`src/bcvm_pkg.sv`:
```
// ----------------------------------------------------------------------------
// bcvm_pkg
// Shared constants for the battery cell voltage monitor.
// ----------------------------------------------------------------------------
package bcvm_pkg;
  localparam int unsigned DtMaxUs = 50000;
  localparam int unsigned NominalCellMv = 3800;
  localparam int unsigned PresentMv = 5000;
  localparam int unsigned MinCellMv = 3000;
  localparam int unsigned MaxCellMv = 4400;
  localparam int unsigned UahDivisor = 3600000;

  typedef enum logic [2:0] {
    CfgLowThr  = 3'd0,
    CfgCritThr = 3'd1,
    CfgEmerThr = 3'd2,
    CfgHyst    = 3'd3,
    CfgLowDly  = 3'd4,
    CfgCritDly = 3'd5,
    CfgEmerDly = 3'd6,
    CfgDetDly  = 3'd7
  } cfg_idx_e;

  typedef enum logic [1:0] {
    DetIdle   = 2'd0,
    DetActive = 2'd1,
    DetDone   = 2'd2,
    DetFail   = 2'd3
  } det_phase_e;

  typedef enum logic [2:0] {
    LvlUnknown = 3'd0,
    LvlNormal  = 3'd1,
    LvlLow     = 3'd2,
    LvlCrit    = 3'd3,
    LvlEmer    = 3'd4
  } level_e;
endpackage

```
`src/bcvm_serdiv.sv`:
```
// ----------------------------------------------------------------------------
// bcvm_serdiv
// Restoring divider, one quotient bit per cycle.
// ----------------------------------------------------------------------------
module bcvm_serdiv #(
  parameter int unsigned NumW = 48,
  parameter int unsigned DenW = 22
) (
  input  logic            clk_i,
  input  logic            rst_ni,
  input  logic            start_i,
  input  logic [NumW-1:0] num_i,
  input  logic [DenW-1:0] den_i,
  output logic            busy_o,
  output logic [NumW-1:0] quot_o,
  output logic [DenW-1:0] rem_o
);
  localparam int unsigned CntW = $clog2(NumW + 1);

  logic [NumW-1:0] quot_q, quot_d;
  logic [DenW-1:0] rem_q, rem_d;
  logic [DenW-1:0] den_q;
  logic [CntW-1:0] cnt_q, cnt_d;
  logic [DenW:0]   trial;
  logic [DenW:0]   diff;

  always_comb begin
    trial = {rem_q, quot_q[NumW-1]};
    diff = trial - {1'b0, den_q};
    quot_d = quot_q;
    rem_d = rem_q;
    cnt_d = cnt_q;
    if (cnt_q != '0) begin
      cnt_d = cnt_q - 1'b1;
      if (!diff[DenW]) begin
        rem_d = diff[DenW-1:0];
        quot_d = {quot_q[NumW-2:0], 1'b1};
      end else begin
        rem_d = trial[DenW-1:0];
        quot_d = {quot_q[NumW-2:0], 1'b0};
      end
    end
  end

  always_ff @(posedge clk_i or negedge rst_ni) begin
    if (!rst_ni) begin
      cnt_q <= '0;
    end else if (start_i) begin
      cnt_q <= CntW'(NumW);
    end else begin
      cnt_q <= cnt_d;
    end
  end

  always_ff @(posedge clk_i) begin
    if (start_i) begin
      quot_q <= num_i;
      rem_q <= '0;
      den_q <= den_i;
    end else begin
      quot_q <= quot_d;
      rem_q <= rem_d;
    end
  end

  assign busy_o = (cnt_q != '0);
  assign quot_o = quot_q;
  assign rem_o = rem_q;
endmodule

```
`src/battery_cell_voltage_monitor.sv`:
```
// ----------------------------------------------------------------------------
// battery_cell_voltage_monitor
// Pack monitor: cell count detection, per-cell voltage, undervoltage levels
// and a coulomb counter.
// ----------------------------------------------------------------------------
// One sample in, one result word out. After acceptance the sample is
// registered, then a shift-add multiplier forms current times dt (2 bits
// per step) and launches the divider. A serial divider run, one bit at a
// time, converts the charge to uAh. A second run gives the per-cell
// voltage, and then the output register is loaded. The result word sits
// in the output register. The next sample is taken once the result has
// been loaded there. The last state waits only while the previous word is
// still stalled.
module battery_cell_voltage_monitor #(
  parameter int unsigned MAX_CELLS = 6
) (
  input  logic        clk_i,
  input  logic        rst_ni,
  input  logic        cfg_we_i,
  input  logic [2:0]  cfg_idx_i,
  input  logic [23:0] cfg_data_i,
  input  logic        in_valid_i,
  output logic        in_stall_o,
  input  logic [15:0] pack_voltage_mv_i,
  input  logic signed [18:0] pack_current_ma_i,
  input  logic        is_armed_i,
  input  logic [31:0] now_us_i,
  output logic        out_valid_o,
  input  logic        out_stall_i,
  output logic [15:0] cell_voltage_mv_o,
  output logic [2:0]  battery_level_o,
  output logic [1:0]  detect_status_o,
  output logic [2:0]  cells_found_o,
  output logic [31:0] consumed_uah_o,
  output logic        arm_allowed_o
);
  import bcvm_pkg::*;

  localparam int unsigned NW = 48;
  localparam int unsigned DW = 22;

  typedef enum logic [2:0] {
    StIdle, StMul, StDivQ, StDivV, StOut
  } state_e;

  state_e state_q;
  logic [12:0] low_thr_q, crit_thr_q, emer_thr_q;
  logic [9:0]  hyst_q;
  logic [23:0] low_dly_q, crit_dly_q, emer_dly_q, det_dly_q;
  logic [31:0] last_q, wait_q, low_t_q, crit_t_q, emer_t_q, charge_q;
  logic        seen_q;
  det_phase_e  phase_q;
  logic [3:0]  cells_q;
  logic [21:0] rem_q;
  logic [15:0] v_q;
  logic        cur_pos_q;
  logic [15:0] dt_q;
  logic [47:0] acc_q;
  logic [15:0] mpl_q;
  logic [33:0] mcand_q;
  logic [3:0]  mcnt_q;
  logic        div_start, div_busy;
  logic [NW-1:0] div_num, div_quot;
  logic [DW-1:0] div_den, div_rem;
  logic        div_wait_q;
  logic        out_load;

  bcvm_serdiv #(.NumW(NW), .DenW(DW)) u_div (
    .clk_i, .rst_ni, .start_i(div_start), .num_i(div_num), .den_i(div_den),
    .busy_o(div_busy), .quot_o(div_quot), .rem_o(div_rem)
  );

  // timestamp and dt
  logic [31:0] dt_raw;
  logic [15:0] dt_in;
  assign dt_raw = now_us_i - last_q;
  assign dt_in = (seen_q && dt_raw != '0 && dt_raw <= 32'(DtMaxUs)) ? dt_raw[15:0] : '0;

  // detection, done at acceptance
  logic [31:0] wsum, wait_n;
  logic [16:0] vr;
  logic [3:0]  n_est;
  logic [17:0] vlim_lo, vlim_hi;
  logic        n_ok;
  det_phase_e  phase_n;
  logic [3:0]  cells_n;
  logic        accept;
  always_comb begin
    wsum = wait_q + 32'(dt_in);
    vr = {1'b0, pack_voltage_mv_i} + 17'(NominalCellMv / 2);
    n_est = '0;
    for (int k = 1; k <= 18; k++) begin
      if (vr >= 17'(k * NominalCellMv)) n_est = 4'(k > 15 ? 15 : k);
    end
    vlim_lo = 18'(n_est) * 18'(MinCellMv);
    vlim_hi = 18'(n_est) * 18'(MaxCellMv);
    n_ok = pack_voltage_mv_i >= 16'(PresentMv) && n_est >= 4'd1
           && n_est <= 4'(MAX_CELLS)
           && {2'b0, pack_voltage_mv_i} >= vlim_lo
           && {2'b0, pack_voltage_mv_i} <= vlim_hi;
    wait_n = wait_q;
    phase_n = phase_q;
    cells_n = cells_q;
    if (phase_q != DetDone && !is_armed_i) begin
      phase_n = DetActive;
      wait_n = (wsum < wait_q) ? '1 : wsum;
      if (wait_n >= {8'd0, det_dly_q}) begin
        if (n_ok) begin
          cells_n = n_est;
          phase_n = DetDone;
        end else begin
          phase_n = DetFail;
        end
      end
    end
  end

  assign accept = in_valid_i && !in_stall_o;
  assign in_stall_o = (state_q != StIdle);
  assign out_load = (state_q == StOut) && (!out_valid_o || !out_stall_i);

  // timers, evaluated in StOut
  function automatic logic [31:0] run_t(input logic [31:0] t, input logic [15:0] v,
      input logic [3:0] n, input logic [12:0] thr, input logic [9:0] hy,
      input logic [15:0] dt);
    logic [19:0] lo, hi;
    logic [31:0] s;
    lo = 20'(n) * 20'(thr);
    hi = 20'(n) * (20'(thr) + 20'(hy));
    s = t + 32'(dt);
    if ({4'd0, v} < lo) return (s < t) ? '1 : s;
    if ({4'd0, v} > hi) return '0;
    return t;
  endfunction

  logic [31:0] low_tn, crit_tn, emer_tn;
  level_e      lvl;
  always_comb begin
    emer_tn = run_t(emer_t_q, v_q, cells_q, emer_thr_q, hyst_q, dt_q);
    crit_tn = run_t(crit_t_q, v_q, cells_q, crit_thr_q, hyst_q, dt_q);
    low_tn  = run_t(low_t_q, v_q, cells_q, low_thr_q, hyst_q, dt_q);
    if (emer_tn >= {8'd0, emer_dly_q}) lvl = LvlEmer;
    else if (crit_tn >= {8'd0, crit_dly_q}) lvl = LvlCrit;
    else if (low_tn >= {8'd0, low_dly_q}) lvl = LvlLow;
    else lvl = LvlNormal;
  end

  always_comb begin
    div_start = 1'b0;
    div_num = acc_q;
    div_den = DW'(UahDivisor);
    if (state_q == StMul && mcnt_q == '0) div_start = 1'b1;
    if (state_q == StDivQ && !div_busy && div_wait_q) begin
      div_start = 1'b1;
      div_num = {32'd0, v_q};
      div_den = DW'(cells_q);
    end
  end

  logic [33:0] psum;
  logic [32:0] csum;
  assign psum = 34'(mpl_q[1:0]) * mcand_q;
  assign csum = {1'b0, charge_q} + {1'b0, div_quot[31:0]};

  always_ff @(posedge clk_i or negedge rst_ni) begin
    if (!rst_ni) begin
      state_q <= StIdle;
      out_valid_o <= 1'b0;
      low_thr_q <= 13'd3600; crit_thr_q <= 13'd3500; emer_thr_q <= 13'd3400;
      hyst_q <= 10'd50;
      low_dly_q <= 24'd200000; crit_dly_q <= 24'd150000;
      emer_dly_q <= 24'd100000; det_dly_q <= 24'd100000;
      last_q <= '0; seen_q <= 1'b0; wait_q <= '0; phase_q <= DetIdle;
      cells_q <= '0; low_t_q <= '0; crit_t_q <= '0; emer_t_q <= '0;
      charge_q <= '0; rem_q <= '0; mcnt_q <= '0; div_wait_q <= 1'b0;
      v_q <= '0; cur_pos_q <= 1'b0; dt_q <= '0; acc_q <= '0;
      mpl_q <= '0; mcand_q <= '0;
      cell_voltage_mv_o <= '0; battery_level_o <= LvlUnknown;
      detect_status_o <= DetIdle; cells_found_o <= '0;
      consumed_uah_o <= '0; arm_allowed_o <= 1'b0;
    end else begin
      if (cfg_we_i) begin
        unique case (cfg_idx_e'(cfg_idx_i))
          CfgLowThr:  low_thr_q <= cfg_data_i[12:0];
          CfgCritThr: crit_thr_q <= cfg_data_i[12:0];
          CfgEmerThr: emer_thr_q <= cfg_data_i[12:0];
          CfgHyst:    hyst_q <= cfg_data_i[9:0];
          CfgLowDly:  low_dly_q <= cfg_data_i;
          CfgCritDly: crit_dly_q <= cfg_data_i;
          CfgEmerDly: emer_dly_q <= cfg_data_i;
          CfgDetDly:  det_dly_q <= cfg_data_i;
          default: ;
        endcase
      end
      if (out_load) out_valid_o <= 1'b1;
      else if (out_valid_o && !out_stall_i) out_valid_o <= 1'b0;
      unique case (state_q)
        StIdle: begin
          if (accept) begin
            last_q <= now_us_i; seen_q <= 1'b1;
            wait_q <= wait_n; phase_q <= phase_n; cells_q <= cells_n;
            v_q <= pack_voltage_mv_i;
            cur_pos_q <= !pack_current_ma_i[18] && pack_current_ma_i != '0;
            dt_q <= dt_in;
            mpl_q <= dt_in;
            mcand_q <= {16'd0, pack_current_ma_i[17:0]};
            acc_q <= {26'd0, rem_q};
            mcnt_q <= 4'd8;
            state_q <= StMul;
          end
        end
        StMul: begin
          if (mcnt_q != '0) begin
            acc_q <= acc_q + {14'd0, psum};
            mpl_q <= {2'b0, mpl_q[15:2]};
            mcand_q <= {mcand_q[31:0], 2'b0};
            mcnt_q <= mcnt_q - 1'b1;
          end else begin
            div_wait_q <= 1'b1;
            state_q <= StDivQ;
          end
        end
        StDivQ: begin
          if (!div_busy && div_wait_q) begin
            div_wait_q <= 1'b0;
            if (cells_q != '0 && cur_pos_q) begin
              rem_q <= div_rem;
              charge_q <= (div_quot[47:32] != '0 || csum[32]) ? '1 : csum[31:0];
            end
            state_q <= StDivV;
          end
        end
        StDivV: begin
          if (!div_busy && !div_start) state_q <= StOut;
        end
        StOut: begin
          if (out_load) begin
            cells_found_o <= cells_q[2:0];
            detect_status_o <= phase_q;
            consumed_uah_o <= charge_q;
            if (cells_q != '0) begin
              cell_voltage_mv_o <= div_quot[15:0];
              emer_t_q <= emer_tn; crit_t_q <= crit_tn; low_t_q <= low_tn;
              battery_level_o <= lvl;
              arm_allowed_o <= (phase_q == DetDone)
                               && (lvl == LvlNormal || lvl == LvlLow);
            end else begin
              cell_voltage_mv_o <= '0;
              battery_level_o <= LvlUnknown;
              arm_allowed_o <= 1'b0;
            end
            state_q <= StIdle;
          end
        end
        default: state_q <= StIdle;
      endcase
    end
  end

  assert property (@(posedge clk_i) disable iff (!rst_ni)
    accept |=> state_q == StMul)
    else $error("sample not taken into the multiplier");
  assert property (@(posedge clk_i) disable iff (!rst_ni)
    (out_valid_o && cells_found_o == '0) |-> battery_level_o == LvlUnknown)
    else $error("level without a cell count");
  assert property (@(posedge clk_i) disable iff (!rst_ni)
    arm_allowed_o |-> detect_status_o == DetDone)
    else $error("arm permit before detection");
endmodule

```
`config.mk`:
```
export PLATFORM = sky130hd
export DESIGN_NAME = battery_cell_voltage_monitor
export DESIGN_NICKNAME = d
export VERILOG_FILES = /design/src/bcvm_pkg.sv /design/src/bcvm_serdiv.sv /design/src/battery_cell_voltage_monitor.sv
export SDC_FILE = /design/constraint.sdc
export NUM_CORES = 2
export LEC_CHECK = 0
export ABC_AREA = 1
export BUFFER_PORTS_ARGS = -buffer_cell sky130_fd_sc_hd__buf_2
export CORE_UTILIZATION = 45
export CTS_BUF_LIST = sky130_fd_sc_hd__clkbuf_16
export CTS_CLUSTER_SIZE = 28
export DETAILED_ROUTE_END_ITERATION = 8
export PLACE_DENSITY = 0.59
export SYNTH_ARGS = -nofsm -noshare
export SYNTH_HDL_FRONTEND = slang
export SYNTH_SLANG_ARGS = --single-unit
```
`constraint.sdc`:
```
create_clock -name clk_i -period 26.1 [get_ports clk_i]
set_input_delay 0 -clock clk_i [delete_from_list [all_inputs] [get_ports clk_i]]
set_output_delay 0 -clock clk_i [all_outputs]
set_load 0.005 [all_outputs]
```
==> run summary <==
The number of unique standard cell types used by synthesis is between 70 and 80. Buffers placed on the I/O ports in this run total 158. The total leakage power came out at 34.3 nW.

The initial core utilization came out at between 40% and 50%. The maximum fanout along the worst path came out at 22. The proportion of synthesized area in mux cells came out at 0.0381%. The slowest cell on the critical path is sky130_fd_sc_hd__nand4_1.

The routed wire length is 172000 um. The initial antenna violation count came out at 8. For this run, design rule violations remaining after detail routing come to 0. The met2 usage is 43.0%. The slew at the pin closest to its max-slew limit came out at 1.22 ns. The post-cts resize count came out at 0. The die is 365 um tall. The summed negative setup slack over all endpoints came out at 0 ns. The clock buffer count from CTS came out at 83. The complex-gate fraction of the synthesized area came out at 17.4%.

between 150 and 200 I/O pins were placed. The total clock sinks is ~640. Derived from the worst setup path, the maximum achievable clock frequency is 88.6 MHz. The dominant combinational cell family by area after synthesis is simple AND/OR/NAND/NOR gates. The met3 track demand over resource in global routing is 3.84%.

The number of buffers on the longest clock path is 3. The proportion of layout cells with a drive suffix above 1 came out at under 10%. The post-route clock period utilization is a little over two fifths. The number of nets with antenna violations after detailed routing is 0. The critical path required time came out at 26.72 ns. The worst hold path belongs to the class in2reg. The layer flagged by global routing as most heavily used is met2. The most instantiated flip-flop cell in the synthesis netlist is sky130_fd_sc_hd__dfrtp_1. Measured along the x axis, the die boundary spans approximately 360 um. The maximum vdd ir drop is 0.0624 mV. The via count of the first global-routing pass was 50700.

STA puts the critical path data arrival time at 11.91 ns. The final number of setup-violating endpoints came out at 0. In this run the standard cell core region covers 130000 um2. The mapped cell area is between 50000 and 60000 um2.

The post-CTS setup buffer count is 0. The pin count of the biggest net entering global routing came out at 145. The global-route wire length before repair is 273000 um.

The flow ran to the end, and the final reports show no timing, DRC or antenna violations. The number of max-slew violations in the final report came out at 0. The clock tree root buffer cell is sky130_fd_sc_hd__clkbuf_16. The commonest cells after synthesis are sky130_fd_sc_hd__nand2_1 (1801), sky130_fd_sc_hd__inv_1 (1277), sky130_fd_sc_hd__ha_1 (703), sky130_fd_sc_hd__o21ai_0 (626), sky130_fd_sc_hd__a21oi_1 (621). The share of the synthesized netlist area taken by xor and xnor gates is 4.65%. The row count is approximately 130.

The number of buffers added to fix hold violations after cts is 102. The synthesized design contains 644 register bits. The die covers approximately 130000 um2. The met1 demand-to-capacity share in global routing came out at 34.0%. The Yosys step of the flow raised 0 warnings.

The number of endpoints with negative hold slack in the final report is 0. The delay contributed by the slowest stage of the critical path is 0.67 ns. The clock-pin slew reported for the worst setup and hold paths after clock tree synthesis is ~0.06 ns.

The total power density per cell area is 97.8 nW/um2. TritonCTS built the clock tree. The headroom to the max-slew limit is 18.1%.

Summed over all nets, the half-perimeter wirelength after detailed placement is 131000 um. The average routed wire per standard cell came out at 17.3 um. Of the synthesized area, sequential elements account for about 28%. The cell type with the largest total area after synthesis is sky130_fd_sc_hd__dfrtp_1. Setup repair after global routing left no endpoint under its margin. The fraction of the mapped netlist area in adder cells came out at between 20% and 30%. The area overhead of the layout relative to synthesis came out at 10.6%. Ranked by total cell area, the synthesized netlist is headed by sky130_fd_sc_hd__dfrtp_1 (22%), sky130_fd_sc_hd__ha_1 (15%), sky130_fd_sc_hd__nand2_1 (11%).

Across every metal layer, demand over resource in global routing totals around a quarter. The synthesized area per cell came out at 7.42 um2. The synthesized net count came out at about 9000. The most repeated library cell on the critical path is sky130_fd_sc_hd__nand2_1.

By instance count, the leading cell after synthesis is sky130_fd_sc_hd__nand2_1. The clock latency on the worst-skew pair is roughly 0.7 ns. The number of enable flip-flop cells after synthesis is 53. The mean number of vias per cell is 5.29. The total congestion overflow after global routing came out at 0.

After synthesis, the share of flip-flops with an asynchronous set or reset is 88.4%. The iteration count of the initial detailed-routing pass is 7. The instance count of the mapped netlist came out at 7978.

STA classifies the critical path startpoint as a flop. The kind of end point of the critical path is a flop. The worst clock skew on the final layout came out at between 0.03 and 0.04 ns. After Yosys synthesis, and, or, nand and nor cells account for 20.3% of the synthesized area. The shortest clock period the worst path allows after layout came out at 11.29 ns. The share of Yosys cell area claimed by the top area cell type is 22.2%. The worst setup path is of the reg2reg kind. The net count reported at finish came out at 9113. The design draws 6.40 mW. The H-tree was split into 3 levels. The total number of vias came out at 52700. The global placer's final weighted congestion is 0.920. The worst hold margin came out at around 0.038 ns. The violation count after the first detailed-route iteration came out at between 3000 and 4000. The number of maximum-capacitance violations is 0.
## placed cells by master (no fill, tap or decap), types with 25 or more instances in the layout
master and n:
sky130_fd_sc_hd__a21o_1 31, sky130_fd_sc_hd__a21oi_1 621, sky130_fd_sc_hd__a21oi_2 25, sky130_fd_sc_hd__a22oi_1 65, sky130_fd_sc_hd__a31oi_1 33, sky130_fd_sc_hd__buf_2 157, sky130_fd_sc_hd__buf_4 53, sky130_fd_sc_hd__clkbuf_16 86
sky130_fd_sc_hd__dfrtp_1 520, sky130_fd_sc_hd__dfstp_2 45, sky130_fd_sc_hd__dlygate4sd3_1 101, sky130_fd_sc_hd__edfxtp_1 53, sky130_fd_sc_hd__fa_1 156, sky130_fd_sc_hd__ha_1 703, sky130_fd_sc_hd__inv_1 1292, sky130_fd_sc_hd__inv_2 30
sky130_fd_sc_hd__nand2_1 1798, sky130_fd_sc_hd__nand2_2 26, sky130_fd_sc_hd__nand3_1 251, sky130_fd_sc_hd__nand4_1 89, sky130_fd_sc_hd__nor2_1 464, sky130_fd_sc_hd__nor3_1 71, sky130_fd_sc_hd__nor4_1 32, sky130_fd_sc_hd__o211ai_1 35
sky130_fd_sc_hd__o21a_1 40, sky130_fd_sc_hd__o21ai_0 626, sky130_fd_sc_hd__o21ai_1 69, sky130_fd_sc_hd__o21bai_1 42, sky130_fd_sc_hd__o221ai_1 29, sky130_fd_sc_hd__o22ai_1 37, sky130_fd_sc_hd__or2_2 40, sky130_fd_sc_hd__xnor2_1 90
sky130_fd_sc_hd__xor2_1 217
## final cells by class
| class | instances | area, um2 |
|---|---|---|
| clock inverters | 67 | 543 |
| inverters | 1306 | 4900 |
| diodes | 2 | 5.00 |
| repair buffers | 314 | 2260 |
| well taps | 1742 | 2180 |
| fillers | 13000 | 64600 |
| clock buffers | 86 | 2150 |
| flip-flops and latches | 644 | 16300 |
| multi-input cells | 5805 | 37100 |
## metrics by stage
| stage | utilization (%) | cell area (um2) | cells | setup slack (ns) |
|---|---|---|---|---|
| floorplan | - | 59200 | 7978 | 17.66 |
| global placement | 47.5 | 61700 | 9709 | 15.27 |
| detailed placement | 47.5 | 61700 | 9709 | 14.99 |
| CTS | 50.3 | 65400 | 9964 | 14.95 |
| global route | 50.3 | 65400 | 9964 | 13.64 |
| finish | 50.3 | 65400 | 9966 | 14.81 |
## power breakdown
group / leakage [nW] / switching [mW] / internal (mW)
Sequential: 7.65 / 0.247 / 1.25
Clock: 1.35 / 0.496 / 0.652
Combinational: 25.3 / 2.41 / 1.33
## path summary, 6_finish.rpt
path / cells after the start / from / slack [ns] / end
min reg2reg: 2 / mpl_q[3]$_DFFE_PN0P_ / 0.47 / mpl_q[3]$_DFFE_PN0P_
min: 6 / cfg_idx_i[2] / 0.04 / det_dly_q[16]$_DFFE_PN1P_
max reg2reg: 67 / last_q[15]$_DFFE_PN0P_ / 14.81 / cells_q[0]$_DFFE_PN0P_
max: 67 / last_q[15]$_DFFE_PN0P_ / 14.81 / cells_q[0]$_DFFE_PN0P_
max in group asynchronous: 5 / rst_ni / 23.41 / dt_q[10]$_DFFE_PN0P_
min in group asynchronous: 3 / rst_ni / 0.43 / charge_q[19]$_DFFE_PN0P_
## kinds of logic (layout without fill, tap and decap cells)
family | count (synthesis) | in the layout
buffers and inverters | 1529 | 1773
AO/OA/AOI/OAI | 1773 | 1773
flip-flops | 644 | 644
multiplexers | 2 | 2
XOR/XNOR | 311 | 311
adder cells (fa/ha/maj) | 859 | 859
AND/OR/NAND/NOR | 2860 | 2860
other | 0 | 2
## critical path, delay by kind of cell (launching register included)
kind	cells	cell delay, ns
AOI/OAI and AO/OA	14	2.00
xor gates and xnor gates	1	0.17
adders and majority gates	5	1.38
buffers and inverters	6	0.66
DFF	1	0.32
and+or+nand+nor	41	6.69
## layer usage
metal / vias up / routed length, um / share of wire, %
li1: 26600 / - / -
met1: 24900 / 77400 / 45
met2: 1016 / 80200 / 47
met3: 250 / 8430 / 4.9
met4: 4 / 6210 / 3.6
met5: - / 22 / 0.013
Power figures use the tool's default switching activity.
